<file path="src/tts_pkg.sv">
// ----------------------------------------------------------------------------
// tts_pkg
// Shared types and constants of the tridiagonal solver: sizes, register
// indexes, operand selects and the controller/datapath command bundles.
// ----------------------------------------------------------------------------
package tts_pkg;

  localparam int MAX_ROWS  = 64;
  localparam int IDX_W     = $clog2(MAX_ROWS);
  localparam int DATA_W    = 32;
  localparam int FRAC_W    = 24;
  localparam int DIV_W     = DATA_W + FRAC_W;   // magnitude of dividend << 24
  localparam int DCNT_W    = $clog2(DIV_W + 1);
  localparam int CFG_IDX_W = 2;

  localparam logic [CFG_IDX_W-1:0] CFG_SUB_DIAG   = 2'd0;
  localparam logic [CFG_IDX_W-1:0] CFG_MAIN_DIAG  = 2'd1;
  localparam logic [CFG_IDX_W-1:0] CFG_SUPER_DIAG = 2'd2;

  localparam logic [DATA_W-1:0] SUB_RST   = 32'hFF00_0000;  // -1.0
  localparam logic [DATA_W-1:0] MAIN_RST  = 32'h0200_0000;  //  2.0
  localparam logic [DATA_W-1:0] SUPER_RST = 32'hFF00_0000;  // -1.0

  localparam logic [DATA_W-1:0] Q_MAX = {1'b0, {(DATA_W-1){1'b1}}};
  localparam logic [DATA_W-1:0] Q_MIN = {1'b1, {(DATA_W-1){1'b0}}};

  typedef enum logic [1:0] {
    MUL_AC,   // sub * super
    MUL_AG,   // sub * previous modified rhs
    MUL_CS    // super * solution of the row above
  } mul_sel_e;

  typedef enum logic [1:0] {
    DIV_MUL,  // saturated product / pivot
    DIV_DIFF, // (rhs - product) / pivot
    DIV_G     // rhs / pivot
  } div_src_e;

  typedef enum logic [3:0] {
    ST_IDLE,
    ST_FRD,
    ST_FMUL1,
    ST_FSAT1,
    ST_FDIV1,
    ST_FWT1,
    ST_FMUL2,
    ST_FSAT2,
    ST_FDIV2,
    ST_FWT2,
    ST_FWR,
    ST_BRD,
    ST_BMUL,
    ST_BSAT,
    ST_BDIV,
    ST_BWT
  } state_e;

  typedef enum logic [1:0] {
    OUT_NONE,
    OUT_RD,
    OUT_LD,
    OUT_WT
  } out_ph_e;

  typedef struct packed {
    logic     in_take;
    logic     mem_rd;
    mul_sel_e mul_sel;
    logic     mul_take;
    logic     div_start;
    div_src_e div_src;
    logic     take_t1;
    logic     take_t2;
    logic     wr_fwd;
    logic     take_sol;
    logic     row_inc;
    logic     k_load_row;
    logic     k_dec;
    logic     k_inc;
    logic     k_clr;
    logic     sol_rd;
    logic     out_load;
    logic     run_clear;
  } tts_cmd_t;

  typedef struct packed {
    logic row_zero;
    logic row_full;
    logic last;
    logic k_zero;
    logic k_top;
    logic div_done;
    logic out_taken;
  } tts_stat_t;

endpackage

</file>
<file path="src/tts_ctrl.sv">
// ----------------------------------------------------------------------------
// tts_ctrl
// Sequencer of the solver: forward elimination per row, back substitution
// after the last row or row 63, then delivery of solution rows in index order.
// ----------------------------------------------------------------------------
module tts_ctrl (
  input  logic               clk_i,
  input  logic               rst_ni,
  input  logic               in_valid_i,
  output logic               in_ready_o,
  input  tts_pkg::tts_stat_t stat_i,
  output tts_pkg::tts_cmd_t  cmd_o
);
  import tts_pkg::*;

  state_e  state_q, state_d;
  out_ph_e oph_q, oph_d;

  // State registers
  always_ff @(posedge clk_i or negedge rst_ni) begin
    if (!rst_ni) begin
      state_q <= ST_IDLE;
      oph_q   <= OUT_NONE;
    end else begin
      state_q <= state_d;
      oph_q   <= oph_d;
    end
  end

  // Next state and commands
  always_comb begin
    state_d    = state_q;
    oph_d      = oph_q;
    cmd_o      = '0;
    cmd_o.mul_sel = MUL_AC;
    cmd_o.div_src = DIV_G;
    in_ready_o = 1'b0;

    unique case (state_q)
      ST_IDLE: begin
        unique case (oph_q)
          OUT_NONE: begin
            in_ready_o = 1'b1;
            if (in_valid_i) begin
              cmd_o.in_take = 1'b1;
              state_d = stat_i.row_zero ? ST_FWR : ST_FRD;
            end
          end
          OUT_RD: begin
            cmd_o.sol_rd = 1'b1;
            oph_d = OUT_LD;
          end
          OUT_LD: begin
            cmd_o.out_load = 1'b1;
            oph_d = OUT_WT;
          end
          OUT_WT: begin
            if (stat_i.out_taken) begin
              if (stat_i.k_top) begin
                cmd_o.run_clear = 1'b1;
                oph_d = OUT_NONE;
              end else begin
                cmd_o.k_inc = 1'b1;
                oph_d = OUT_RD;
              end
            end
          end
          default: oph_d = OUT_NONE;
        endcase
      end
      ST_FRD: begin
        cmd_o.mem_rd = 1'b1;
        state_d = ST_FMUL1;
      end
      ST_FMUL1: begin
        cmd_o.mul_sel = MUL_AC;
        state_d = ST_FSAT1;
      end
      ST_FSAT1: begin
        cmd_o.mul_take = 1'b1;
        state_d = ST_FDIV1;
      end
      ST_FDIV1: begin
        cmd_o.div_start = 1'b1;
        cmd_o.div_src   = DIV_MUL;
        state_d = ST_FWT1;
      end
      ST_FWT1: begin
        if (stat_i.div_done) begin
          cmd_o.take_t1 = 1'b1;
          state_d = ST_FMUL2;
        end
      end
      ST_FMUL2: begin
        cmd_o.mul_sel = MUL_AG;
        state_d = ST_FSAT2;
      end
      ST_FSAT2: begin
        cmd_o.mul_take = 1'b1;
        state_d = ST_FDIV2;
      end
      ST_FDIV2: begin
        cmd_o.div_start = 1'b1;
        cmd_o.div_src   = DIV_MUL;
        state_d = ST_FWT2;
      end
      ST_FWT2: begin
        if (stat_i.div_done) begin
          cmd_o.take_t2 = 1'b1;
          state_d = ST_FWR;
        end
      end
      ST_FWR: begin
        cmd_o.wr_fwd = 1'b1;
        if (stat_i.last || stat_i.row_full) begin
          cmd_o.k_load_row = 1'b1;
          state_d = ST_BRD;
        end else begin
          cmd_o.row_inc = 1'b1;
          state_d = ST_IDLE;
        end
      end
      ST_BRD: begin
        cmd_o.mem_rd = 1'b1;
        state_d = stat_i.k_top ? ST_BDIV : ST_BMUL;
      end
      ST_BMUL: begin
        cmd_o.mul_sel = MUL_CS;
        state_d = ST_BSAT;
      end
      ST_BSAT: begin
        cmd_o.mul_take = 1'b1;
        state_d = ST_BDIV;
      end
      ST_BDIV: begin
        cmd_o.div_start = 1'b1;
        cmd_o.div_src   = stat_i.k_top ? DIV_G : DIV_DIFF;
        state_d = ST_BWT;
      end
      ST_BWT: begin
        if (stat_i.div_done) begin
          cmd_o.take_sol = 1'b1;
          if (stat_i.k_zero) begin
            cmd_o.k_clr = 1'b1;
            oph_d   = OUT_RD;
            state_d = ST_IDLE;
          end else begin
            cmd_o.k_dec = 1'b1;
            state_d = ST_BRD;
          end
        end
      end
      default: state_d = ST_IDLE;
    endcase
  end

endmodule

</file>
<file path="config.mk">
export PLATFORM = sky130hd
export DESIGN_NAME = tts_ctrl
export DESIGN_NICKNAME = d
export VERILOG_FILES = /design/src/tts_pkg.sv /design/src/tts_ctrl.sv
export SDC_FILE = /design/constraint.sdc
export NUM_CORES = 1
export LEC_CHECK = 0
export ABC_AREA = 1
export BUFFER_PORTS_ARGS = -buffer_cell sky130_fd_sc_hd__buf_2
export CORE_MARGIN = 2
export CORE_UTILIZATION = 40
export DETAILED_ROUTE_END_ITERATION = 6
export GPL_TIMING_DRIVEN = 0
export PLACE_DENSITY = 0.73
export SKIP_CTS_REPAIR_TIMING = 1
export SLEW_MARGIN = 20
export SYNTH_ARGS = -nofsm -noshare
export SYNTH_HDL_FRONTEND = slang
export SYNTH_SLANG_ARGS = --single-unit
export TNS_END_PERCENT = 100
</file>
<file path="constraint.sdc">
create_clock -name clk_i -period 2.9 [get_ports clk_i]
set_clock_uncertainty 0.1 [all_clocks]
set_input_delay 0 -clock clk_i [delete_from_list [all_inputs] [get_ports clk_i]]
set_output_delay 0 -clock clk_i [all_outputs]
set_load 0.03 [all_outputs]
</file>
==> results of run 1 <==
==> layout make-up <==
class	instances	area [sq um]	share of cell area, %
clock buffers	3	22.52	2.699
inverters	22	82.58	9.895
multi-input cells	88	399.1	47.83
flip-flops and latches	6	150.1	17.99
well taps	16	20.02	2.399
repair buffers	31	160.2	19.19
==> logic make-up after synthesis <==
| family | Yosys count | synth area share [%] |
|---|---|---|
| flip-flops | 6 | 23.76 |
| AND/OR/NAND/NOR | 76 | 53.07 |
| AO/OA/AOI/OAI | 12 | 10.10 |
| buffers and inverters | 22 | 13.07 |
==> power groups by stage <==
stage	Clock, W	Sequential (W)	Combinational [W]
finish	0.0000799	0.000193	0.000627
floorplan	0	0.000178	0.000487
global placement	0	0.000193	0.000613
global route	0.0000837	0.000202	0.000701
detailed placement	0	0.000194	0.000626
CTS	0.0000829	0.000192	0.000628
==> synth_stat cells <==
cell      instances
a21oi_1           2
dfrtp_1           6
inv_1            21
inv_2             1
nand2_1          32
nand2_2           5
nand3_1           9
nor2_1           19
nor2_2            3
nor2_4            1
nor3_1            5
nor4_1            2
o211ai_1          1
o21ai_0           7
o21ai_1           1
o22ai_1           1
==> per-layer routing <==
layer  vias to the layer above  part of all wire, %  track usage (%)
met5                         -                    0                0
met4                         0                  1.1            9.091
met3                         2                  4.8            1.250
met2                        20                   49            30.88
met1                       376                   45            25.91
li1                        430                    -                -
==> placed cells by master (no fill, tap or decap), drive strengths merged <==
cell         instances
o21ai                8
o211ai               1
inv                 22
dlygate4sd3          1
dfrtp                6
nor3                 5
nand3                9
nand2               37
clkbuf               3
o22ai                1
buf                 30
a21oi                2
nor4                 2
nor2                23
==> worst paths after layout <==
path	to	slack, ps	cells after the start
max in group asynchronous	oph_q[1]	2540	2
min in group asynchronous	state_q[3]	10	2
worst max-delay path	cmd_o[3]	1280	5
worst max register to register	state_q[0]	1370	8
worst min register to register	oph_q[0]	460	2
worst min-delay path	state_q[3]	-20	4
==> registers in the layout, summed over array words and instances (netlist names) <==
register / flops
oph_q: 2
state_q: 4
==> critical path, stage by stage, from the launching register on <==
cell	delay (ps)
dfrtp_1	420
nand2_1	190
nor2_4	210
inv_1	110
nor3_1	130
buf_2	220
==> through the flow <==
step                      hold WS [ps]  area, sq um  util, %  std cells  power [W]
after detailed placement        -268.6        802.0    53.87        162  0.0008191
after global placement          -275.9        802.0    53.87        162  0.0008066
final                           -18.59        834.6    56.05        166  0.0008995
after floorplan                 -395.6        631.9        -        116  0.0006652
after CTS                       -536.3        824.5    55.38        165  0.0009024
after global routing             9.993        834.6    56.05        166  0.0009865
==> qor.csv, run 1 <==
stage;metric;value;unit
grt;global-route wire length before repair;2.773;mm
clocking;Clock Sinks;6;
timing;Slew @ Worst Pin;240.8;ps
clocking;maximum clock insertion buffer count;2;
timing;final setup fails;0;
worst_setup_path;crit start category;register;
die;total core area;1489;sq um
yosys;syn avg cell area;5.447;sq um
grt;GRT Overall Usage;19.13;%
pwr;leakage;0.5332;nW
timing;Hold WS;-18.59;ps
timing;f_max;615.9;MHz
yosys;YS warnings;0;
die;I/O pin cnt;31;
die;die height;43.75;um
place;Post-Place Worst Slack;1365;ps
cells_and_area;ant diodes;0;
yosys;Seq cells post-synth;6;
drt;Final ANT Viol Nets;0;
cells_and_area;ratio of cells with drive above 1 in the final layout;28.67;%
die;Die Wd;43.75;um
yosys;Synth area leader;dfrtp_1;
die;die area;1914;sq um
yosys;Seq/Total Area, Yosys;23.76;%
grt;vias in the first global route;678;
yosys;Synth cell types;16;
pwr;Switching Share;59.68;%
drt;Iter 0 DRT Violations;26;
grt;GRT overflow;0;
grt;largest net degree at the start of global routing;8;
job;Max-Cap Viols;0;
clocking;CTS tree;done;
yosys;Syn Inst Count;116;
pwr;P per Cell Area;1078;nW/um^2
hold_path;Worst Hold Class;input pin to register;
worst_setup_path;Max FO, Critical Path;6;
pwr;Pint;0.0003627;W
timing;final hold vios;1;
drt;final wirelength;1.716;mm
pwr;maximum VDD drop;0.0005127;V
die;Std-Cell Rows;14;
timing;setup ws final;1276;ps
timing;Max-slew headroom;83.89;%
drt;drt via density;4.988;
worst_setup_path;Worst setup EP type;output pin;
clocking;later-pin clock latency in the skew report;250;ps
pwr;sequential power share;21.4;%
worst_setup_path;Crit Path Category;register to output pin;
drt;DR WL/cell;10.34;um
worst_setup_path;CP Data Required Time;2800;ps
yosys;Post-Syn Area;631.9;sq um
pwr;Gate power share;69.7;%
place;placer congestion estimate;0.9218;
timing;RSZ-0062 raised after global routing;false;
timing;Slew Viols, Final;0;
drt;via count;828;
pwr;sw power;0.0005368;W
clocking;CTS Root Cell;clkbuf_4;
clocking;H-Tree Depth;1;
die;Initial Util;42.44;%
timing;period utilisation layout;55.99;%
yosys;syn nets;126;
cells_and_area;Fillers;164;
status;failing checks;negative hold slack;
pwr;clock group share of total power;8.9;%
hold_path;Hold Crit Start;stat_i[1];
grt;initial antenna violation count;0;
status;run status;finished with violations;
yosys;largest cells by area after synthesis;dfrtp_1 24%, nand2_1 19%, inv_1 12%, nor2_1 11%, nand3_1 7.1%;
drt;number of remaining DRC errors;0;
place;post-detail-place hpwl;1.430;mm
cells_and_area;nets@finish;162;
cells_and_area;Layout area overhead;32.08;%
yosys;share of the synthesized area in the top cell type;23.76;%
clocking;Num CTS Buffers;3;
worst_setup_path;FF-to-FF Start;state_q[2];
worst_setup_path;Critical Path Start;state_q[0];
place;port bufs;30;
clocking;Reg clk slew, reported paths;50;ps
timing;Min Clock Period, post-route;1624;ps
timing;Fin Setup TNS;0;ps
worst_setup_path;Worst Path Arrival;1520;ps
drt;1st-pass router iterations;4;
No activity file was read; power rests on OpenSTA's default activity.
==> run 2, diff against run 1 <==
- clock period: 2.9 -> 1.55 ns (I/O delays scaled with it)
==> qor.csv, run 2 (synthesized netlist as in run 1, its figures left out) <==
stage;metric;value;unit;change
worst_setup_path;Crit Path Category;register to register;;
clocking;Num CTS Buffers;3;;unchanged
clocking;Clock Sinks;6;;unchanged
drt;drt via density;5.076;;+1.8%
die;Initial Util;42.44;%;unchanged
job;Max-Cap Viols;0;;unchanged
timing;Slew @ Worst Pin;210.7;ps;-30.14 ps
clocking;CTS Root Cell;clkbuf_4;;
worst_setup_path;crit start category;register;;
timing;f_max;663.8;MHz;
die;total core area;1489;sq um;unchanged
pwr;sw power;0.001147;W;+110%
die;die area;1914;sq um;unchanged
place;placer congestion estimate;0.9218;;unchanged
clocking;Reg clk slew, reported paths;50;ps;about the same
status;failing checks;negative hold slack;;
drt;DR WL/cell;11.36;um;+9.9%
worst_setup_path;peak per-stage delay on the critical path;450;ps;+30 ps
worst_setup_path;Worst setup EP type;register;;
timing;final setup fails;0;;unchanged
drt;via count;868;;+4.8%
grt;GRT Overall Usage;19.13;%;unchanged
cells_and_area;Final Util;63.87;%;+7.8 points
worst_setup_path;Critical Path, Cell by Cell;inv_2 > nand2_1 > nor2_1 > nand2_1 > nand3_1 > inv_1 > nand3_1 > nand2_1;;
timing;Min Clock Period, post-route;1506;ps;
clocking;H-Tree Depth;1;;unchanged
drt;Final ANT Viol Nets;0;;unchanged
place;Post-Place Worst Slack;14.66;ps;-1350 ps
timing;final hold vios;1;;unchanged
grt;vias in the first global route;678;;unchanged
drt;Iter 0 DRT Violations;24;;-7.7%
cells_and_area;largest reg by FF count;state_q;;
pwr;maximum VDD drop;0.001119;V;+120%
cells_and_area;ant diodes;0;;unchanged
worst_setup_path;most used cell along the critical path;nand2_1;;
pwr;Switching Share;58.61;%;-1.1 points
die;die height;43.75;um;unchanged
cells_and_area;final non-filler cell total;171;;+3.0%
worst_setup_path;Worst Path Arrival;1540;ps;+20 ps
place;placed cell count;162;;unchanged
grt;largest net degree at the start of global routing;8;;unchanged
drt;1st-pass router iterations;4;;unchanged
pwr;Gate power share;71.0;%;+1.3 points
clocking;maximum clock insertion buffer count;2;;unchanged
cells_and_area;commonest non-fill, non-tap cells in the layout;29 x nand2_1, 24 x buf_2, 17 x inv_1;;
hold_path;Worst Hold Class;input pin to register;;
cells_and_area;ratio of cells with drive above 1 in the final layout;41.94;%;+13 points
die;Die Wd;43.75;um;unchanged
pwr;P per Cell Area;2058;nW/um^2;+91%
timing;RSZ-0062 raised after global routing;true;;
timing;setup ws final;43.55;ps;-1233 ps
worst_setup_path;Max FO, Critical Path;6;;unchanged
status;run status;finished with violations;;
grt;GRT overflow;0;;unchanged
cells_and_area;biggest regs;state_q: 4 flops, oph_q: 2 flops;;
timing;Fin Setup TNS;0;ps;unchanged
timing;period utilisation layout;97.19;%;
worst_setup_path;CP Data Required Time;1580;ps;-1220 ps
clocking;CTS tree;done;;
die;I/O pin cnt;31;;unchanged
place;post-detail-place hpwl;1.430;mm;unchanged
pwr;Pint;0.0008100;W;+120%
drt;number of remaining DRC errors;0;;unchanged
pwr;clock group share of total power;7.6;%;-1.3 points
timing;Slew Viols, Final;0;;unchanged
cells_and_area;Layout area overhead;50.50;%;
clocking;later-pin clock latency in the skew report;250;ps;about the same
pwr;sequential power share;21.3;%;about the same
grt;global-route wire length before repair;2.773;mm;unchanged
timing;Max-slew headroom;85.85;%;+2.0 points
drt;final wirelength;1.943;mm;+13%
cells_and_area;most common cell after layout, fill and taps aside;nand2_1;;
worst_setup_path;crit path max-delay cell type;dfrtp_2;;
place;port bufs;30;;unchanged
grt;initial antenna violation count;0;;unchanged
timing;Hold WS;-30.50;ps;-11.90 ps
die;Std-Cell Rows;14;;unchanged
cells_and_area;nets@finish;167;;+3.1%
cells_and_area;Largest register FFs;4;;unchanged
pwr;leakage;0.5684;nW;+6.6%
-- run 2: cell types whose count changed in the layout (fill, tap and decap cells not counted), sizes merged --
cell	change
buf	+5
-- run 2: worst max-delay path, delay by kind of cell (launching register included) --
kind	cells	cell delay (ps)
AND/OR/NAND/NOR	6	610
flip-flops	1	450
buffers and inverters	2	220
-- run 2: area by class of cell --
type,instances,area (sq um)
multi-input cells,88,454.2
flip-flops and latches,6,155.1
clock buffers,3,22.52
fillers,145,538.0
repair buffers,36,216.5
inverters,22,82.58
well taps,16,20.02
-- run 2: metal layers --
layer / routed length (um) / part of all wire, % / track usage, % / up-vias
li1: - / - / - / 444
met1: 837 / 43 / 25.91 / 391
met2: 969 / 50 / 30.88 / 29
met3: 101 / 5.2 / 1.250 / 4
met4: 35 / 1.8 / 9.091 / 0
met5: 0 / 0 / 0 / -
-- run 2: power groups by stage --
stage               sequential, W  combinational, W  clock [W]
floorplan                0.000333          0.000912          0
global placement         0.000362           0.00115          0
detailed placement       0.000362           0.00117          0
CTS                      0.000359           0.00117   0.000155
global route             0.000431           0.00153   0.000157
finish                   0.000417           0.00139   0.000150
-- run 2: stage by stage --
stage / power, W / cell area (sq um)
CTS: 0.001688 / 824.5
global route: 0.002119 / 950.9
finish: 0.001957 / 950.9
global placement: 0.001509 / 802.0
detailed placement: 0.001533 / 802.0
floorplan: 0.001245 / 631.9
-- run 2: worst paths after layout --
| check | startpoint | to | slack, ps | cells past startpoint |
|---|---|---|---|---|
| setup / recovery | state_q[1] | state_q[0] | 40 | 8 |
| hold / removal | stat_i[1] | state_q[3] | -30 | 4 |
| setup reg to reg | state_q[1] | state_q[0] | 40 | 8 |
| hold reg to reg | oph_q[0] | oph_q[0] | 460 | 2 |
| max in group asynchronous | rst_ni | state_q[0] | 1180 | 2 |
| min in group asynchronous | rst_ni | oph_q[0] | 10 | 2 |
==> run 3, diff against run 2 <==
- CORE_UTILIZATION: 40 -> 30
- PLACE_DENSITY: 0.73 -> 0.58
- REMOVE_ABC_BUFFERS: default -> 1
==> qor.csv, run 3 (synthesized netlist as in run 1, its figures left out) <==
stage;metric;value;unit;change
drt;via count;821;;-5.4%
die;Initial Util;31.88;%;-11 points
place;placed cell count;173;;+6.8%
cells_and_area;nets@finish;164;;-1.8%
timing;period utilisation layout;97.21;%;about the same
clocking;maximum clock insertion buffer count;2;;unchanged
drt;number of remaining DRC errors;0;;unchanged
job;Max-Cap Viols;0;;unchanged
hold_path;Worst Hold Class;input pin to register;;
grt;GRT Overall Usage;14.78;%;-4.3 points
worst_setup_path;Crit Path Category;register to output pin;;
timing;Slew @ Worst Pin;209.4;ps;-1.272 ps
clocking;Reg clk slew, reported paths;40;ps;about the same
cells_and_area;Layout area overhead;45.74;%;
clocking;Num CTS Buffers;3;;unchanged
clocking;later-pin clock latency in the skew report;240;ps;about the same
die;I/O pin cnt;31;;unchanged
drt;Final ANT Viol Nets;0;;unchanged
die;total core area;1982;sq um;+33%
timing;Min Clock Period, post-route;1507;ps;+0.2438 ps
timing;final setup fails;0;;unchanged
clocking;CTS Root Cell;clkbuf_4;;
die;die area;2490;sq um;+30%
die;Die Wd;49.90;um;+14%
pwr;leakage;0.5542;nW;-2.5%
timing;Slew Viols, Final;0;;unchanged
cells_and_area;ratio of cells with drive above 1 in the final layout;36.18;%;-5.8 points
pwr;maximum VDD drop;0.001156;V;+3.3%
cells_and_area;commonest non-fill, non-tap cells in the layout;31 x nand2_1, 25 x buf_2, 20 x inv_1;;
cells_and_area;Fillers;223;;+54%
clocking;Clock Sinks;6;;unchanged
drt;Iter 0 DRT Violations;21;;-13%
drt;DR WL met2;873;um;-9.9%
timing;RSZ-0062 raised after global routing;true;;
worst_setup_path;Max FO, Critical Path;6;;unchanged
timing;Hold WS;-7.687;ps;+22.81 ps
cells_and_area;ant diodes;0;;unchanged
place;placer congestion estimate;0.8765;;-4.9%
clocking;H-Tree Depth;1;;unchanged
timing;Fin Setup TNS;0;ps;unchanged
drt;met3 WL;74;um;-27%
drt;met1 wire length;859;um;+2.6%
timing;final hold vios;1;;unchanged
place;post-detail-place hpwl;1.436;mm;+0.44%
grt;largest net degree at the start of global routing;8;;unchanged
drt;DR WL/cell;10.09;um;-11%
drt;1st-pass router iterations;4;;unchanged
drt;Top Metal Used;met3;;
drt;drt via density;4.587;;-9.6%
grt;global-route wire length before repair;2.877;mm;+3.8%
cells_and_area;most common cell after layout, fill and taps aside;nand2_1;;
worst_setup_path;Worst setup EP type;output pin;;
cells_and_area;largest reg by FF count;state_q;;
grt;GRT overflow;0;;unchanged
die;die height;49.90;um;+14%
pwr;P per Cell Area;1973;nW/um^2;-4.1%
worst_setup_path;crit start category;register;;
drt;final wirelength;1.807;mm;-7.0%
clocking;CTS tree;done;;
timing;f_max;663.7;MHz;about the same
cells_and_area;Largest register FFs;4;;unchanged
cells_and_area;final non-filler cell total;179;;+4.7%
cells_and_area;Final Util;46.46;%;-17 points
status;failing checks;negative hold slack;;
hold_path;Worst Hold Depth;4;;unchanged
cells_and_area;biggest regs;state_q: 4 flops, oph_q: 2 flops;;
grt;vias in the first global route;710;;+4.7%
grt;initial antenna violation count;0;;unchanged
status;run status;finished with violations;;
worst_setup_path;CP Data Required Time;1450;ps;-130 ps
die;Std-Cell Rows;16;;+2
place;port bufs;30;;unchanged
worst_setup_path;Worst Path Arrival;1410;ps;-130 ps
timing;Max-slew headroom;85.92;%;about the same
worst_setup_path;R2R depth;8;;unchanged
run 3: final timing paths:
path / start / to / slack, ps
setup reg to reg: state_q[2] / state_q[2] / 110
max in group asynchronous: rst_ni / state_q[1] / 1190
hold reg to reg: oph_q[0] / oph_q[0] / 460
min in group asynchronous: rst_ni / state_q[0] / 0
hold / removal: stat_i[6] / state_q[0] / -8
setup / recovery: state_q[3] / cmd_o[7] / 40
run 3: critical path: stages (launching register included):
cell and delay (ps):
dfrtp_2 460, inv_1 110, nor2_2 130, nand2_1 120, nor3_1 150, buf_4 190
run 3: layout make-up:
class                           count  area, sq um  share of cell area (%)
Inverter                           22        82.58                   8.967
Multi-Input combinational cell     88        439.2                   47.69
Timing Repair Buffer               33        187.7                   20.38
Sequential cell                     6        155.1                   16.85
Tap cell                           27        33.78                   3.668
Clock buffer                        3        22.52                   2.446
run 3: power by group:
group | switching [W] | internal (W) | leakage [nW]
sequential | 0.000168 | 0.000252 | 0.0686
clock | 0.0000520 | 0.0000873 | 0.0138
combinational | 0.000854 | 0.000403 | 0.472
run 3: routing by layer:
layer,track usage (%),vias up
li1,-,436
met1,18.96,367
met2,23.11,18
met3,3.636,0
met4,6.944,0
met5,0,-
run 3: through the flow:
step,total power [W],instance area (sq um),setup slack (ps)
after CTS,0.001685,838.3,-74.07
final,0.001817,920.9,43.31
after detailed placement,0.001534,815.8,46.88
after floorplan,0.001245,631.9,-181.3
after global placement,0.001531,815.8,36.50
after global routing,0.001997,920.9,-42.95
